[src/hdl/rrdc_pkg.sv]
package rrdc_pkg;

	// Parameter defaults
	localparam int CACHE_ENTRIES_DEF = 8;
	localparam int RESULT_BYTES_DEF  = 1024;

	// Field widths
	localparam int ID_W       = 32;
	localparam int HWM_W      = 31;
	localparam int DIG_W      = 32;
	localparam int TS_W       = 4;
	localparam int LEN_W      = 16;
	localparam int BST_W      = 3;
	localparam int SLOT_OUT_W = 8;

	typedef enum logic [BST_W-1:0] {
		BST_OK        = 3'd0,
		BST_BAD_ID    = 3'd1,
		BST_EXPIRED   = 3'd2,
		BST_CONFLICT  = 3'd3,
		BST_NO_TOOL   = 3'd4,
		BST_TOO_LARGE = 3'd5
	} blk_status_t;

	typedef enum logic {
		OP_CALL  = 1'b0,
		OP_RESET = 1'b1
	} op_t;

	typedef enum logic [1:0] {
		RES_BAD_ID,
		RES_EXPIRED,
		RES_LOOKUP,
		RES_FRESH
	} res_sel_t;

	typedef enum logic [1:0] {
		ST_IDLE,
		ST_CHECK,
		ST_SCAN
	} ctrl_state_t;

	// One ring entry
	typedef struct packed {
		logic [HWM_W-1:0] id;
		logic [DIG_W-1:0] dig;
		blk_status_t      bst;
		logic [TS_W-1:0]  ts;
		logic [LEN_W-1:0] len;
	} entry_t;

	// Controller -> datapath
	typedef struct packed {
		logic     capture;
		logic     clear;
		logic     fresh_write;
		logic     scan_start;
		logic     scan_step;
		logic     load;
		res_sel_t sel;
	} dp_cmd_t;

	// Datapath -> controller
	typedef struct packed {
		logic is_reset;
		logic bad_id;
		logic fresh;
		logic hit;
		logic scan_done;
		logic out_free;
	} dp_sts_t;

endpackage

[src/hdl/rrdc_ctrl.sv]
module rrdc_ctrl import rrdc_pkg::*; (
	input  logic    clk,
	input  logic    arst_n,
	input  logic    in_valid,
	output logic    in_ready,
	input  dp_sts_t sts,
	output dp_cmd_t cmd
);

	ctrl_state_t state_q, state_d;

	always_ff @(posedge clk or negedge arst_n) begin
		if (!arst_n) begin
			state_q <= ST_IDLE;
		end else begin
			state_q <= state_d;
		end
	end

	always_comb begin
		state_d  = state_q;
		in_ready = 1'b0;
		cmd      = '0;
		cmd.sel  = RES_BAD_ID;
		unique case (state_q)
			ST_IDLE: begin
				in_ready = 1'b1;
				if (in_valid) begin
					cmd.capture = 1'b1;
					state_d     = ST_CHECK;
				end
			end
			ST_CHECK: begin
				if (sts.is_reset) begin
					cmd.clear = 1'b1;
					state_d   = ST_IDLE;
				end else if (sts.bad_id) begin
					if (sts.out_free) begin
						cmd.load = 1'b1;
						cmd.sel  = RES_BAD_ID;
						state_d  = ST_IDLE;
					end
				end else if (sts.fresh) begin
					if (sts.out_free) begin
						cmd.fresh_write = 1'b1;
						cmd.load        = 1'b1;
						cmd.sel         = RES_FRESH;
						state_d         = ST_IDLE;
					end
				end else begin
					cmd.scan_start = 1'b1;
					state_d        = ST_SCAN;
				end
			end
			ST_SCAN: begin
				// a hit or a finished miss holds the read stage until the output frees
				if (sts.hit) begin
					if (sts.out_free) begin
						cmd.load = 1'b1;
						cmd.sel  = RES_LOOKUP;
						state_d  = ST_IDLE;
					end
				end else if (sts.scan_done) begin
					if (sts.out_free) begin
						cmd.load = 1'b1;
						cmd.sel  = RES_EXPIRED;
						state_d  = ST_IDLE;
					end
				end else begin
					cmd.scan_step = 1'b1;
				end
			end
			default: begin
				state_d = ST_IDLE;
			end
		endcase
	end

endmodule

[config.mk]
export PLATFORM = sky130hd
export DESIGN_NAME = rrdc_ctrl
export DESIGN_NICKNAME = d
export VERILOG_FILES = /design/src/hdl/rrdc_pkg.sv /design/src/hdl/rrdc_ctrl.sv
export SDC_FILE = /design/constraint.sdc
export NUM_CORES = 1
export LEC_CHECK = 0
export BUFFER_PORTS_ARGS = -buffer_cell sky130_fd_sc_hd__buf_2
export CAP_MARGIN = 20
export CORE_AREA = 2 2 39 41
export CTS_BUF_LIST = sky130_fd_sc_hd__clkbuf_16
export DETAILED_ROUTE_END_ITERATION = 16
export DIE_AREA = 0 0 41 43
export PLACE_DENSITY = 0.54
export SLEW_MARGIN = 20
export SYNTH_ARGS = -nofsm -noshare
export SYNTH_HDL_FRONTEND = slang
export SYNTH_SLANG_ARGS = --single-unit
[constraint.sdc]
create_clock -name clk -period 3.86 [get_ports clk]
set_clock_uncertainty 0.05 [all_clocks]
set_input_delay 0.772 -clock clk [delete_from_list [all_inputs] [get_ports clk]]
set_output_delay 0.772 -clock clk [all_outputs]
set_load 0.005 [all_outputs]
Word-level counts from Yosys, hierarchy flattened

Cells that the tools add are included.

Logic and storage cells: 38
Flip-flop bits (word level): 2
Input port bits: 9

Equal/unequal tests: 4
Reduce and logical (&&, ||, !) cells: 2
Multiplexer cells: 31

Operators by type and width:

| kind               | count |
|---|---|
| $mux 3             | 10 |
| $mux 2             | 9 |
| $mux 1             | 10 |
| $pmux 2 s3         | 1 |
| $pmux 3 s2         | 1 |
| $ne 3x3->1 const B | 1 |
| $eq 2x1->1 const B | 1 |
| $eq 2x2->1 const B | 1 |
| $logic_not 2->1    | 1 |
| $ne 2x2->1 const B | 1 |
| $reduce_and 2->1   | 1 |

Depth between registers and ports, before layout

Depth in word-level cells: 5
Gate-level depth with buffers: 6

Worst setup path after synthesis

Ideal clock, no wire load.

Kind: input port to output port
From: in sts[5] (netlist name)
To: out cmd[0] (netlist name)
Data required time: 3.038 ns
Slack: 1.717 ns
Stages: 3
Arrival time: 1.321 ns
Cell sequence: and2b_1 -> nand4b_1 -> a21boi_0

RTL lines:

| item               | RTL line       | RTL |
|---|---|---|
| start: declaration | rrdc_ctrl.sv:6 | `input dp_sts_t sts,` |
| end: declaration   | rrdc_ctrl.sv:7 | `output dp_cmd_t cmd` |

==> impl_metrics.csv <==
group,metric,value,unit
floorplan,num_rows,14,
global_route,grt_pass1_vias,279,
worst_setup_path,cp.required,3.04,ns
logic_synthesis,syn_avg_cell_area,8.22,um^2
sta,maxClockFrequency,0.417,GHz
cells_and_area,utilization,33.8,%
drt,post_drt_wl_per_cell,9.62,um
pwr,p_leak,0.247,nW
worst_setup_path,arrival,1.58,ns
floorplan,die_h,43,um
global_route,grt_max_degree,7,
pwr,p_seq_share,12.2,%
drt,drt-initial-drc-count,10,
worst_setup_path,crit_type,"in -> out",
floorplan,die_width,41,um
run_status,run_status,"finished clean",
clock_network,cts_tree,"done",
clock_network,cts_root_buf,"clkbuf_16",
cells_and_area,largest_reg_flops,2,
placement,portBuffers,17,
logic_synthesis,yosys_register_bits,2,
drt,routed_via_density,4.45,
cells_and_area,largestRegisters,"state_q: 2 flops",
floorplan,start_util,20.8,%
global_route,overflow,0,
clock_network,clkSlewWorstSetupHoldPaths,0.03,ns
clock_network,cts_resized,0,
clock_network,cts_setup_buffers,0,
worst_setup_path,r2r_cells,6,
worst_setup_path,end_kind,"output pin",
sta,tns,0,ns
job,drv_cap,0,
sta,fin_crit_sh,62.1,%
pwr,p_per_area,617,mW/mm^2
clock_network,htreeDepth,1,
pwr,ir_drop,267,uV
worst_setup_path,reg2reg_to,"state_q[1]",
clock_network,cts_buffers,3,
cells_and_area,drive_above_1_share,40.0,%
sta,fin_crit,2.40,ns
worst_setup_path,crit_fanout,4,
cells_and_area,area_growth,62.6,%
pwr,switching_share,27.5,%
floorplan,core,0.00138,mm^2
cells_and_area,stdcell_area,468,um^2
pwr,p_clk_share,53.4,%
cells_and_area,nets,70,
drt,drtAntennaViolNets,0,
clock_network,clockBufferDepth,2,
logic_synthesis,synthCells,35,
placement,place_area,393,um^2
drt,num_vias,316,
logic_synthesis,synth_fp_nets,48,
sta,worst_pin_slew,0.254,ns
sta,slew_violations,0,
placement,dp_worst_setup_slack,1.44,ns
global_route,grt_usage,9.72,%
min_path,hold_path.class,"in -> async",
drt,drc,0,
cells_and_area,final_cell_mix,"buf_2, inv_1, ha_1",
sta,rsz0062_at_grt,"false",
placement,gp_congestion,0.717,
cells_and_area,diodes,0,
worst_setup_path,start_kind,"input pin",
cells_and_area,layout_commonest_cell,"buf_2",
pwr,p_sw,0.0794,mW
cells_and_area,top_register,"state_q",
floorplan,num_io_pins,18,
pwr,p_int,0.209,mW
logic_synthesis,netlist_area,288,um^2
sta,setup_ws,1.46,ns
clock_network,clkLatencyLatePin,0.22,ns
clock_network,clkSinkCount,2,
logic_synthesis,ys_seq_area_share,17.4,%
pwr,power_frac_comb,34.4,%
global_route,antenna_found_initial,0,
worst_setup_path,reg2reg_slack,2.29,ns
sta,slew_headroom,82.8,%
sta,setup_viol,0,
drt,dr.pass1.iters,4,
logic_synthesis,yosysWarnings,0,
clock_network,holdBufCountCts,0,
global_route,grt_pass1_wl,1140,um
drt,routed_wl,683,um
floorplan,die_area,0.00176,mm^2
logic_synthesis,synth.distinct_cells,21,
worst_setup_path,reg2reg_from,"state_q[0]",
sta,hold_violations,0,
==> area by class of cell <==
| class | count | area (um^2) |
|---|---|---|
| Tap cell | 16 | 20.0 |
| Multi-Input combinational cell | 29 | 223 |
| Fill cell | 144 | 916 |
| Sequential cell | 2 | 50.0 |
| Timing Repair Buffer | 17 | 85.1 |
| Clock buffer | 3 | 75.1 |
| Inverter | 4 | 15.0 |
==> per-stage QoR <==
| step | instances | hold WS (ns) | power (mW) |
|---|---|---|---|
| after floorplan | 35 | 0.426 | 0.102 |
| after global placement | 68 | 0.495 | 0.135 |
| after detailed placement | 68 | 0.503 | 0.135 |
| after CTS | 71 | 0.282 | 0.290 |
| after global routing | 71 | 0.288 | 0.310 |
| final | 71 | 0.283 | 0.289 |
==> cells by family (layout without fill, tap and decap cells) <==
family / after synthesis / count (layout) / share of synthesized area, %
AND/OR/NAND/NOR: 15 / 15 / 35.7
AO/OA/AOI/OAI: 10 / 10 / 24.3
adder cells (fa/ha/maj): 4 / 4 / 17.4
buffers and inverters: 4 / 24 / 5.22
flip-flops: 2 / 2 / 17.4
==> synthesized netlist by cell type <==
| cell type | number | share of area (%) |
|---|---|---|
| a21boi_0 | 2 | 5.2 |
| a21o_1 | 1 | 2.6 |
| a21oi_1 | 2 | 3.5 |
| a21oi_2 | 1 | 3.0 |
| a22o_1 | 1 | 3.0 |
| and2_1 | 2 | 4.3 |
| and2b_1 | 1 | 2.6 |
| dfrtp_1 | 2 | 17 |
| ha_1 | 4 | 17 |
| inv_1 | 4 | 5.2 |
| nand2_1 | 2 | 2.6 |
| nand2b_1 | 1 | 2.2 |
| nand3_1 | 1 | 1.7 |
| nand4b_1 | 2 | 6.1 |
| nor2_1 | 2 | 2.6 |
| nor3_1 | 1 | 1.7 |
| nor3b_4 | 1 | 6.5 |
| nor4b_1 | 1 | 3.0 |
| o21ai_0 | 1 | 1.7 |
| o31ai_1 | 2 | 5.2 |
| or2_1 | 1 | 2.2 |
==> worst max path at each step <==
stage	startpoint	to	cells after the start
global route	state_q[1]	cmd[1]	6
CTS	sts[5]	cmd[0]	5
global placement	sts[5]	cmd[0]	5
detailed placement	sts[5]	cmd[0]	5
floorplan	sts[5]	cmd[0]	3
finish	sts[5]	cmd[0]	5
==> critical path, stage by stage <==
cell and delay [ns]:
buf_2 0.10, and2b_1 0.23, nand4b_1 0.15, a21boi_0 0.18, buf_2 0.14
==> routing by layer <==
metal,routed length (um),track usage (%),vias to the layer above
met5,0,0,-
met2,274,11.3,17
met1,342,13.7,134
li1,-,-,165
met3,66,6.28,0
met4,0,4.00,0
==> power groups by stage <==
| stage | clock, mW | sequential [mW] | combinational, mW |
|---|---|---|---|
| finish | 0.154 | 0.0351 | 0.0994 |
| global route | 0.161 | 0.0366 | 0.113 |
| global placement | 0 | 0.0354 | 0.0994 |
| detailed placement | 0 | 0.0357 | 0.0990 |
| floorplan | 0 | 0.0336 | 0.0684 |
| CTS | 0.155 | 0.0354 | 0.0996 |
Note: power is estimated with default switching activity, not from simulation.
