===== src/hdl/rrdc_pkg.sv =====
package rrdc_pkg;

	// Parameter defaults
	localparam int CACHE_ENTRIES_DEF = 8;
	localparam int RESULT_BYTES_DEF  = 1024;

	// Field widths
	localparam int ID_W       = 32;
	localparam int HWM_W      = 31;
	localparam int DIG_W      = 32;
	localparam int TS_W       = 4;
	localparam int LEN_W      = 16;
	localparam int BST_W      = 3;
	localparam int SLOT_OUT_W = 8;

	typedef enum logic [BST_W-1:0] {
		BST_OK        = 3'd0,
		BST_BAD_ID    = 3'd1,
		BST_EXPIRED   = 3'd2,
		BST_CONFLICT  = 3'd3,
		BST_NO_TOOL   = 3'd4,
		BST_TOO_LARGE = 3'd5
	} blk_status_t;

	typedef enum logic {
		OP_CALL  = 1'b0,
		OP_RESET = 1'b1
	} op_t;

	typedef enum logic [1:0] {
		RES_BAD_ID,
		RES_EXPIRED,
		RES_LOOKUP,
		RES_FRESH
	} res_sel_t;

	typedef enum logic [1:0] {
		ST_IDLE,
		ST_CHECK,
		ST_SCAN
	} ctrl_state_t;

	// One ring entry
	typedef struct packed {
		logic [HWM_W-1:0] id;
		logic [DIG_W-1:0] dig;
		blk_status_t      bst;
		logic [TS_W-1:0]  ts;
		logic [LEN_W-1:0] len;
	} entry_t;

	// Controller -> datapath
	typedef struct packed {
		logic     capture;
		logic     clear;
		logic     fresh_write;
		logic     scan_start;
		logic     scan_step;
		logic     load;
		res_sel_t sel;
	} dp_cmd_t;

	// Datapath -> controller
	typedef struct packed {
		logic is_reset;
		logic bad_id;
		logic fresh;
		logic hit;
		logic scan_done;
		logic out_free;
	} dp_sts_t;

endpackage


===== src/hdl/rrdc_dpath.sv =====
module rrdc_dpath import rrdc_pkg::*; #(
	parameter int CACHE_ENTRIES = CACHE_ENTRIES_DEF,
	parameter int RESULT_BYTES  = RESULT_BYTES_DEF
) (
	input  logic                   clk,
	input  logic                   arst_n,
	input  dp_cmd_t                cmd,
	output dp_sts_t                sts,
	input  logic                   operation,
	input  logic signed [ID_W-1:0] call_id,
	input  logic [DIG_W-1:0]       arg_hash,
	input  logic                   tool_found,
	input  logic [TS_W-1:0]        tool_status,
	input  logic [LEN_W-1:0]       produced_length,
	input  logic                   out_ready,
	output logic                   out_valid,
	output logic [BST_W-1:0]       block_status,
	output logic [TS_W-1:0]        echo_tool_status,
	output logic                   from_cache,
	output logic [LEN_W-1:0]       stored_length,
	output logic [SLOT_OUT_W-1:0]  entry_slot
);

	localparam int SLOT_W = (CACHE_ENTRIES > 1) ? $clog2(CACHE_ENTRIES) : 1;
	localparam int CNT_W  = $clog2(CACHE_ENTRIES + 1);
	localparam logic [CNT_W-1:0]  CNT_END   = CNT_W'(CACHE_ENTRIES);
	localparam logic [SLOT_W-1:0] SLOT_LAST = SLOT_W'(CACHE_ENTRIES - 1);
	localparam logic [LEN_W-1:0]  LEN_LIMIT = LEN_W'(RESULT_BYTES);

	// captured request
	op_t                    op_q;
	logic signed [ID_W-1:0] rid_q;
	logic [DIG_W-1:0]       dig_q;
	logic                   found_q;
	logic [TS_W-1:0]        ts_q;
	logic [LEN_W-1:0]       plen_q;

	// table state
	logic [HWM_W-1:0]         hwm_q;
	logic [SLOT_W-1:0]        next_slot_q;
	logic [CACHE_ENTRIES-1:0] valid_q;
	entry_t                   slot_mem_q [CACHE_ENTRIES];

	// scan read stage
	logic [CNT_W-1:0]  scan_idx_q;
	logic [SLOT_W-1:0] rd_idx;
	logic              rd_issue;
	logic              pend_s1;
	logic              vld_s1;
	logic [SLOT_W-1:0] idx_s1;
	entry_t            rd_s1;

	// result register
	logic              out_valid_q;
	blk_status_t       out_bst_q;
	logic [TS_W-1:0]   out_ts_q;
	logic              out_cache_q;
	logic [LEN_W-1:0]  out_len_q;
	logic [SLOT_W-1:0] out_slot_q;

	entry_t            fresh_entry;
	blk_status_t       fresh_bst;
	blk_status_t       res_bst;
	logic [TS_W-1:0]   res_ts;
	logic              res_cache;
	logic [LEN_W-1:0]  res_len;
	logic [SLOT_W-1:0] res_slot;

	assign rd_idx   = scan_idx_q[SLOT_W-1:0];
	assign rd_issue = cmd.scan_step && (scan_idx_q != CNT_END);

	always_ff @(posedge clk) begin
		if (cmd.capture) begin
			op_q    <= op_t'(operation);
			rid_q   <= call_id;
			dig_q   <= arg_hash;
			found_q <= tool_found;
			ts_q    <= tool_status;
			plen_q  <= produced_length;
		end
	end

	// fresh outcome
	always_comb begin
		if (!found_q) begin
			fresh_bst = BST_NO_TOOL;
		end else if (plen_q > LEN_LIMIT) begin
			fresh_bst = BST_TOO_LARGE;
		end else begin
			fresh_bst = BST_OK;
		end
		fresh_entry.id  = rid_q[HWM_W-1:0];
		fresh_entry.dig = dig_q;
		fresh_entry.bst = fresh_bst;
		fresh_entry.ts  = (fresh_bst == BST_OK) ? ts_q : '0;
		fresh_entry.len = (fresh_bst == BST_OK) ? plen_q : '0;
	end

	always_ff @(posedge clk or negedge arst_n) begin
		if (!arst_n) begin
			hwm_q       <= '0;
			next_slot_q <= '0;
			valid_q     <= '0;
		end else if (cmd.clear) begin
			hwm_q       <= '0;
			next_slot_q <= '0;
			valid_q     <= '0;
		end else if (cmd.fresh_write) begin
			hwm_q                <= rid_q[HWM_W-1:0];
			next_slot_q          <= (next_slot_q == SLOT_LAST) ? '0 : next_slot_q + 1'b1;
			valid_q[next_slot_q] <= 1'b1;
		end
	end

	// ring memory: one write port, one registered read port
	always_ff @(posedge clk) begin
		if (cmd.fresh_write) begin
			slot_mem_q[next_slot_q] <= fresh_entry;
		end
	end

	always_ff @(posedge clk) begin
		if (rd_issue) begin
			rd_s1  <= slot_mem_q[rd_idx];
			vld_s1 <= valid_q[rd_idx];
			idx_s1 <= rd_idx;
		end
	end

	always_ff @(posedge clk or negedge arst_n) begin
		if (!arst_n) begin
			scan_idx_q <= '0;
			pend_s1    <= 1'b0;
		end else if (cmd.scan_start) begin
			scan_idx_q <= '0;
			pend_s1    <= 1'b0;
		end else if (cmd.scan_step) begin
			pend_s1 <= rd_issue;
			if (rd_issue) begin
				scan_idx_q <= scan_idx_q + 1'b1;
			end
		end
	end

	assign sts.is_reset  = (op_q == OP_RESET);
	assign sts.bad_id    = rid_q[ID_W-1] || (rid_q == '0);
	assign sts.fresh     = rid_q[HWM_W-1:0] > hwm_q;
	assign sts.hit       = pend_s1 && vld_s1 && (rd_s1.id == rid_q[HWM_W-1:0]);
	assign sts.scan_done = !pend_s1 && (scan_idx_q == CNT_END);
	assign sts.out_free  = !out_valid_q || out_ready;

	always_comb begin
		res_bst   = BST_BAD_ID;
		res_ts    = '0;
		res_cache = 1'b0;
		res_len   = '0;
		res_slot  = '0;
		case (cmd.sel)
			RES_BAD_ID: begin
				res_bst = BST_BAD_ID;
			end
			RES_EXPIRED: begin
				res_bst = BST_EXPIRED;
			end
			RES_LOOKUP: begin
				if (rd_s1.dig != dig_q) begin
					res_bst = BST_CONFLICT;
				end else begin
					res_bst   = rd_s1.bst;
					res_ts    = (rd_s1.bst == BST_OK) ? rd_s1.ts : '0;
					res_cache = 1'b1;
					res_len   = rd_s1.len;
					res_slot  = idx_s1;
				end
			end
			RES_FRESH: begin
				res_bst  = fresh_entry.bst;
				res_ts   = fresh_entry.ts;
				res_len  = fresh_entry.len;
				res_slot = next_slot_q;
			end
			default: begin
				res_bst = BST_BAD_ID;
			end
		endcase
	end

	always_ff @(posedge clk or negedge arst_n) begin
		if (!arst_n) begin
			out_valid_q <= 1'b0;
		end else if (cmd.load) begin
			out_valid_q <= 1'b1;
		end else if (out_ready) begin
			out_valid_q <= 1'b0;
		end
	end

	always_ff @(posedge clk) begin
		if (cmd.load) begin
			out_bst_q   <= res_bst;
			out_ts_q    <= res_ts;
			out_cache_q <= res_cache;
			out_len_q   <= res_len;
			out_slot_q  <= res_slot;
		end
	end

	assign out_valid        = out_valid_q;
	assign block_status     = out_bst_q;
	assign echo_tool_status = out_ts_q;
	assign from_cache       = out_cache_q;
	assign stored_length    = out_len_q;
	assign entry_slot       = SLOT_OUT_W'(out_slot_q);

endmodule


===== config.mk =====
export PLATFORM = sky130hd
export DESIGN_NAME = rrdc_dpath
export DESIGN_NICKNAME = d
export VERILOG_FILES = /design/src/hdl/rrdc_pkg.sv /design/src/hdl/rrdc_dpath.sv
export SDC_FILE = /design/constraint.sdc
export NUM_CORES = 1
export LEC_CHECK = 0
export BUFFER_PORTS_ARGS = -buffer_cell sky130_fd_sc_hd__buf_2
export CAP_MARGIN = 20
export CORE_MARGIN = 4
export CORE_UTILIZATION = 30
export CTS_BUF_LIST = sky130_fd_sc_hd__clkbuf_4
export DETAILED_ROUTE_END_ITERATION = 12
export PLACE_DENSITY_LB_ADDON = 0.08
export SLEW_MARGIN = 40
export SYNTH_ARGS = -nofsm -noshare
export SYNTH_HDL_FRONTEND = slang
export SYNTH_SLANG_ARGS = --single-unit
export TNS_END_PERCENT = 1

===== constraint.sdc =====
create_clock -name clk -period 12.45 [get_ports clk]
set_input_delay 1.8675 -clock clk [delete_from_list [all_inputs] [get_ports clk]]
set_output_delay 1.8675 -clock clk [all_outputs]
set_load 0.02 [all_outputs]

# After elaboration in Yosys (flattened, before gate mapping)
# Memories as Yosys holds them, arrays and structs flattened. A register that Yosys moved wholly into a read port is not among the register bits.
# Index checks and enable logic that the tools add are counted.
[classes]
n_eq_ne = 8
reduce_logical = 18
mux = 34
n_lt_le_gt_ge = 5
add_sub_neg = 2
bitwise = 1
[op_table]
columns = ["operator", "n"]
rows = [
  ["$mux 31", 2],
  ["$logic_not 32->1", 1],
  ["$mux 16", 2],
  ["$ne 32x32->1", 1],
  ["$pmux 16 s2", 1],
  ["$eq 31x31->1", 1],
  ["$gt 31x31->1", 1],
  ["$mux 4", 6],
  ["$mux 3", 7],
  ["$gt 16x11->1 const B", 1],
  ["$mux 8", 2],
  ["$pmux 3 s4", 1],
  ["$mux 1", 9],
  ["$lt 3x4->1 const B", 2],
  ["$or 8x8->8", 1],
  ["$pmux 4 s2", 1],
  ["$reduce_bool 2->1", 4],
  ["$logic_not 3->1", 2],
  ["$pmux 3 s2", 1],
  ["$logic_and 1x1->1", 5],
  ["$add 4x1->4 const B", 1],
  ["$eq 2x2->1 const B", 2],
  ["$eq 4x4->1 const B", 1],
  ["$ne 4x4->1 const B", 1],
  ["10 further kinds", 12],
]
[totals]
n_memories = 1
inputBits = 97
wordCells = 88
output_inout_bits = 39
reg_bits = 165
mem_bits_rw = 688
[mem_list]
columns = ["memory", "words", "word_bits", "read_ports", "rd_clocked_by_memory_dff", "wr", "line", "text"]
rows = [
  ["slot_mem_q", 8, 86, 1, 1, 1, "rrdc_dpath.sv:42", "entry_t slot_mem_q [CACHE_ENTRIES];"],
]

# Logic depth before layout (Yosys ltp)
[logic_depth]
word_depth = 7
mapped_depth = 10
depth_no_buf = 7

# Worst setup path before layout
# OpenSTA, ideal clock, no wires.
[synth_path]
path_kind = "in2reg"
from = "input cmd[5] (netlist name)"
to = "memory slot_mem_q[4][0] (netlist name), enable pin"
slack_ns = 3.663
arrival_time_ns = 8.152
stages = 3
required_time_ns = 11.815
setup_ns = 0.635
path_buffers = 1
path_cell_list = "clkbuf_1 -> nand2_1 -> nor3_1"
[synth_between]
elab_chain_len = 2
[synth_lines]
columns = ["element", "line", "text"]
rows = [
  ["start: declaration", "rrdc_dpath.sv:7", "input dp_cmd_t cmd,"],
  ["$mux 1", "rrdc_dpath.sv:117", "if (cmd.fresh_write) begin"],
  ["$mux 1 (not written as such)", "rrdc_dpath.sv:118", "slot_mem_q[next_slot_q] <= fresh_entry;"],
  ["end: declaration", "rrdc_dpath.sv:42", ""],
]
# Every way passes these cells.

==> results.yml <==
synth:
  seq_area_frac_synth_pct: 77.8
  synth.avg_cell_area_um2: 21.6
  synthFlopType: "edfxtp_1"
  synth_xor_area_share_pct: 1.65
  yosys.area.top_type: "edfxtp_1"
  synth_area_mm2: 0.0356
  synth_top_area_share_pct: 74.4
  ys_warn_count: 0
  synth_top_family_by_area: "multiplexers"
  yosysUniqueCellTypes: 43
  synthMuxAreaShare_pct: 14.6
  synth_cells: 1650
  synth-seq-cells: 930
  synthAdderAreaFrac_pct: 1.23
  yosys.area_share.simple_pct: 2.37
  synth_edf_count: 882
  synth_top_cells_by_area: "edfxtp_1 74%, mux4_2 11%, dfrtp_1 3.4%"
  synth-async-reset-ratio_pct: 5.16
  synth_compound_area_share_pct: 1.05
floorplan:
  die_h_um: 352
  start_util_pct: 30.2
  die_x_um: 352
  rows: 126
  ios: 136
  core_area_mm2: 0.118
  die_area_mm2: 0.124
layout:
  design_area_mm2: 0.0418
  fin_cells: 3799
  layout-drive-gt1-share_pct: 38.3
  nets: 2205
  syn2layout_area_growth_pct: 17.6
placed_design:
  gp_congestion: 0.694
  dp_cells: 3321
  dp.final_hpwl_um: 47500
  portBuffers: 130
  placedInstanceArea_mm2: 0.0385
cts:
  cts.repair_timing.setup_buffer_count: 0
  clock-sinks: 930
  clockBufferDepth: 4
  cts_repair_resize_count: 0
  hold_buffers: 0
  insertion_delay_ps: 1190
  cts_tree: "done"
  root_buffer: "clkbuf_4"
  clk_pin_slew_ps: 60
  cts_inserted_buffers: 285
  htreeDepth: 5
min_path:
  min_path_type: "reg2reg"
detailed_routing:
  ant_nets: 0
  vias: 17500
  viasPerCell: 4.60
  drc_errors: 0
  dr.pass1.iters: 5
  post_drt_wl_per_cell_um: 23.0
  drt-initial-drc-count: 914
  wirelength_um: 87300
global_routing:
  antenna_found_initial: 13
  track_usage_pct: 14.3
  grt_max_degree: 77
  grt-ovfl-total: 0
  grt_pass1_wl_um: 129000
  grt_pass1_vias: 19600
setup_path:
  timing.critical_path.from_type: "register"
  worstPathCellList: "ha_1 -> nand4_1 -> nor4_1 -> nand4_1 -> and3_1 -> a22o_1 -> buf_2"
  arrival_ps: 3710
  critPathKind: "reg2out"
  cp_max_fo: 12
  cpPeakStageDelay_ps: 610
  crit_path_end_kind: "output port"
  cp_slowest_cell: "edfxtp_1"
  crit_top_cell: "nand4_1"
  cp_data_required_time_ps: 10580
power:
  vdd_drop_max_uv: 83.9
  power_density_mw_per_mm2: 165
  p_leak_uw: 0.0143
  total_power_uw: 6900
sta:
  fin_crit_ps: 5580
  hold_viol_final: 0
  relSlewSlack_pct: 42.1
  whs_ps: 497
  tns_ps: 0
  fmax_ghz: 0.179
  min_period_over_period_pct: 44.8
  finClkSkew_ps: 107
  slew_viol_final: 0
  tightest_slew_ps: 868
  setup_viol: 0
  rsz0062_at_grt: "no"
outcome:
  status: "completed"
job:
  max-cap-violations: 0
==> worst max-delay path: cells and delay by family (launching register included) <==
| kind | cells | cell delay, ps |
|---|---|---|
| AO/OA/AOI/OAI | 1 | 250 |
| flip-flops | 1 | 610 |
| buffers and inverters | 1 | 190 |
| AND/OR/NAND/NOR | 4 | 1140 |
| adder cells (fa/ha/maj) | 1 | 410 |
==> where the power goes <==
group          leakage [uW]  total, uW  switching, uW  internal, uW
Sequential          0.00896       3670           96.0          3570
Combinational       0.00331        440            234           206
Clock               0.00202       2790           1270          1520
==> final timing paths <==
kind                                     from       endpoint  slack, ps  cells past startpoint
min in group asynchronous              arst_n     valid_q[0]        820                      2
worst min register to register     valid_q[3]     valid_q[3]        500                      2
max in group asynchronous              arst_n  scan_idx_q[1]      11050                      2
worst min-delay path               valid_q[3]     valid_q[3]        500                      2
worst max register to register  scan_idx_q[1]      rd_s1[63]       9210                      6
worst max-delay path                rid_q[30]         sts[3]       6870                      7
==> registers in the layout, indices dropped and copies added, names as in the netlist <==
register	count
next_slot_q	3
from_cache	1
plen_q	16
vld_s1	1
scan_idx_q	4
found_q	1
idx_s1	3
out_valid	1
pend_s1	1
block_status	3
slot_mem_q	680
dig_q	32
valid_q	8
out_slot_q	3
hwm_q	31
rid_q	32
op_q	1
rd_s1	85
stored_length	16
ts_q	4
echo_tool_status	4
==> cells in the final DEF, fill, tap and decap left out, types with 11 or more instances in the layout <==
master    count
edfxtp_1    882
clkbuf_4    410
mux4_2      172
buf_2       127
mux2_2       86
nor2_1       60
clkinv_1     46
conb_1       45
dfrtp_1      45
ha_1         35
inv_1        34
xnor2_1      34
mux2i_1      34
xor2_1       33
and2_1       21
buf_4        20
nand4_1      19
nor4_1       16
a22o_1       16
a21oi_1      14
nand2_1      11
==> synthesized netlist by cell type, types with 11 or more instances <==
master	n
a21oi_1	14
a22o_1	16
and2_1	21
buf_2	20
clkbuf_1	38
dfrtp_1	48
edfxtp_1	882
ha_1	35
inv_1	35
mux2_2	86
mux2i_1	34
mux4_2	172
nand2_1	11
nand4_1	19
nor2_1	66
nor4_1	17
xnor2_1	34
xor2_1	33
==> area by class of cell <==
class,count,area [um^2]
antenna,7,17.5
clock buffer,410,3080
clock inverter,60,268
fill,11200,76100
inverter,37,144
multi-input combinational,656,7670
sequential,930,27700
tap,1536,1920
timing repair buffer,163,1050
==> cell families after synthesis <==
kind of cell             Yosys count
AND/OR/NAND/NOR                  166
flip-flops                       930
AO/OA/AOI/OAI                     51
XOR/XNOR                          67
adder cells (fa/ha/maj)           35
other                              1
buffers and inverters            108
multiplexers                     292
==> layer usage <==
metal  up-vias  global-route usage (%)  wire, um
met5         -                       0         0
met2       447                    22.9     41600
met3       186                    3.18      3680
li1       7700                       -         -
met1      9142                    18.9     40000
met4         0                    5.70      2130
==> stage by stage <==
stage                     setup slack [ps]  util [%]
final                                 6870      35.5
after floorplan                       3660         -
after detailed placement              6990      32.6
after global routing                  6530      35.5
after CTS                             6580      35.5
after global placement                6770      32.5
(Power assumes the default switching activity.)
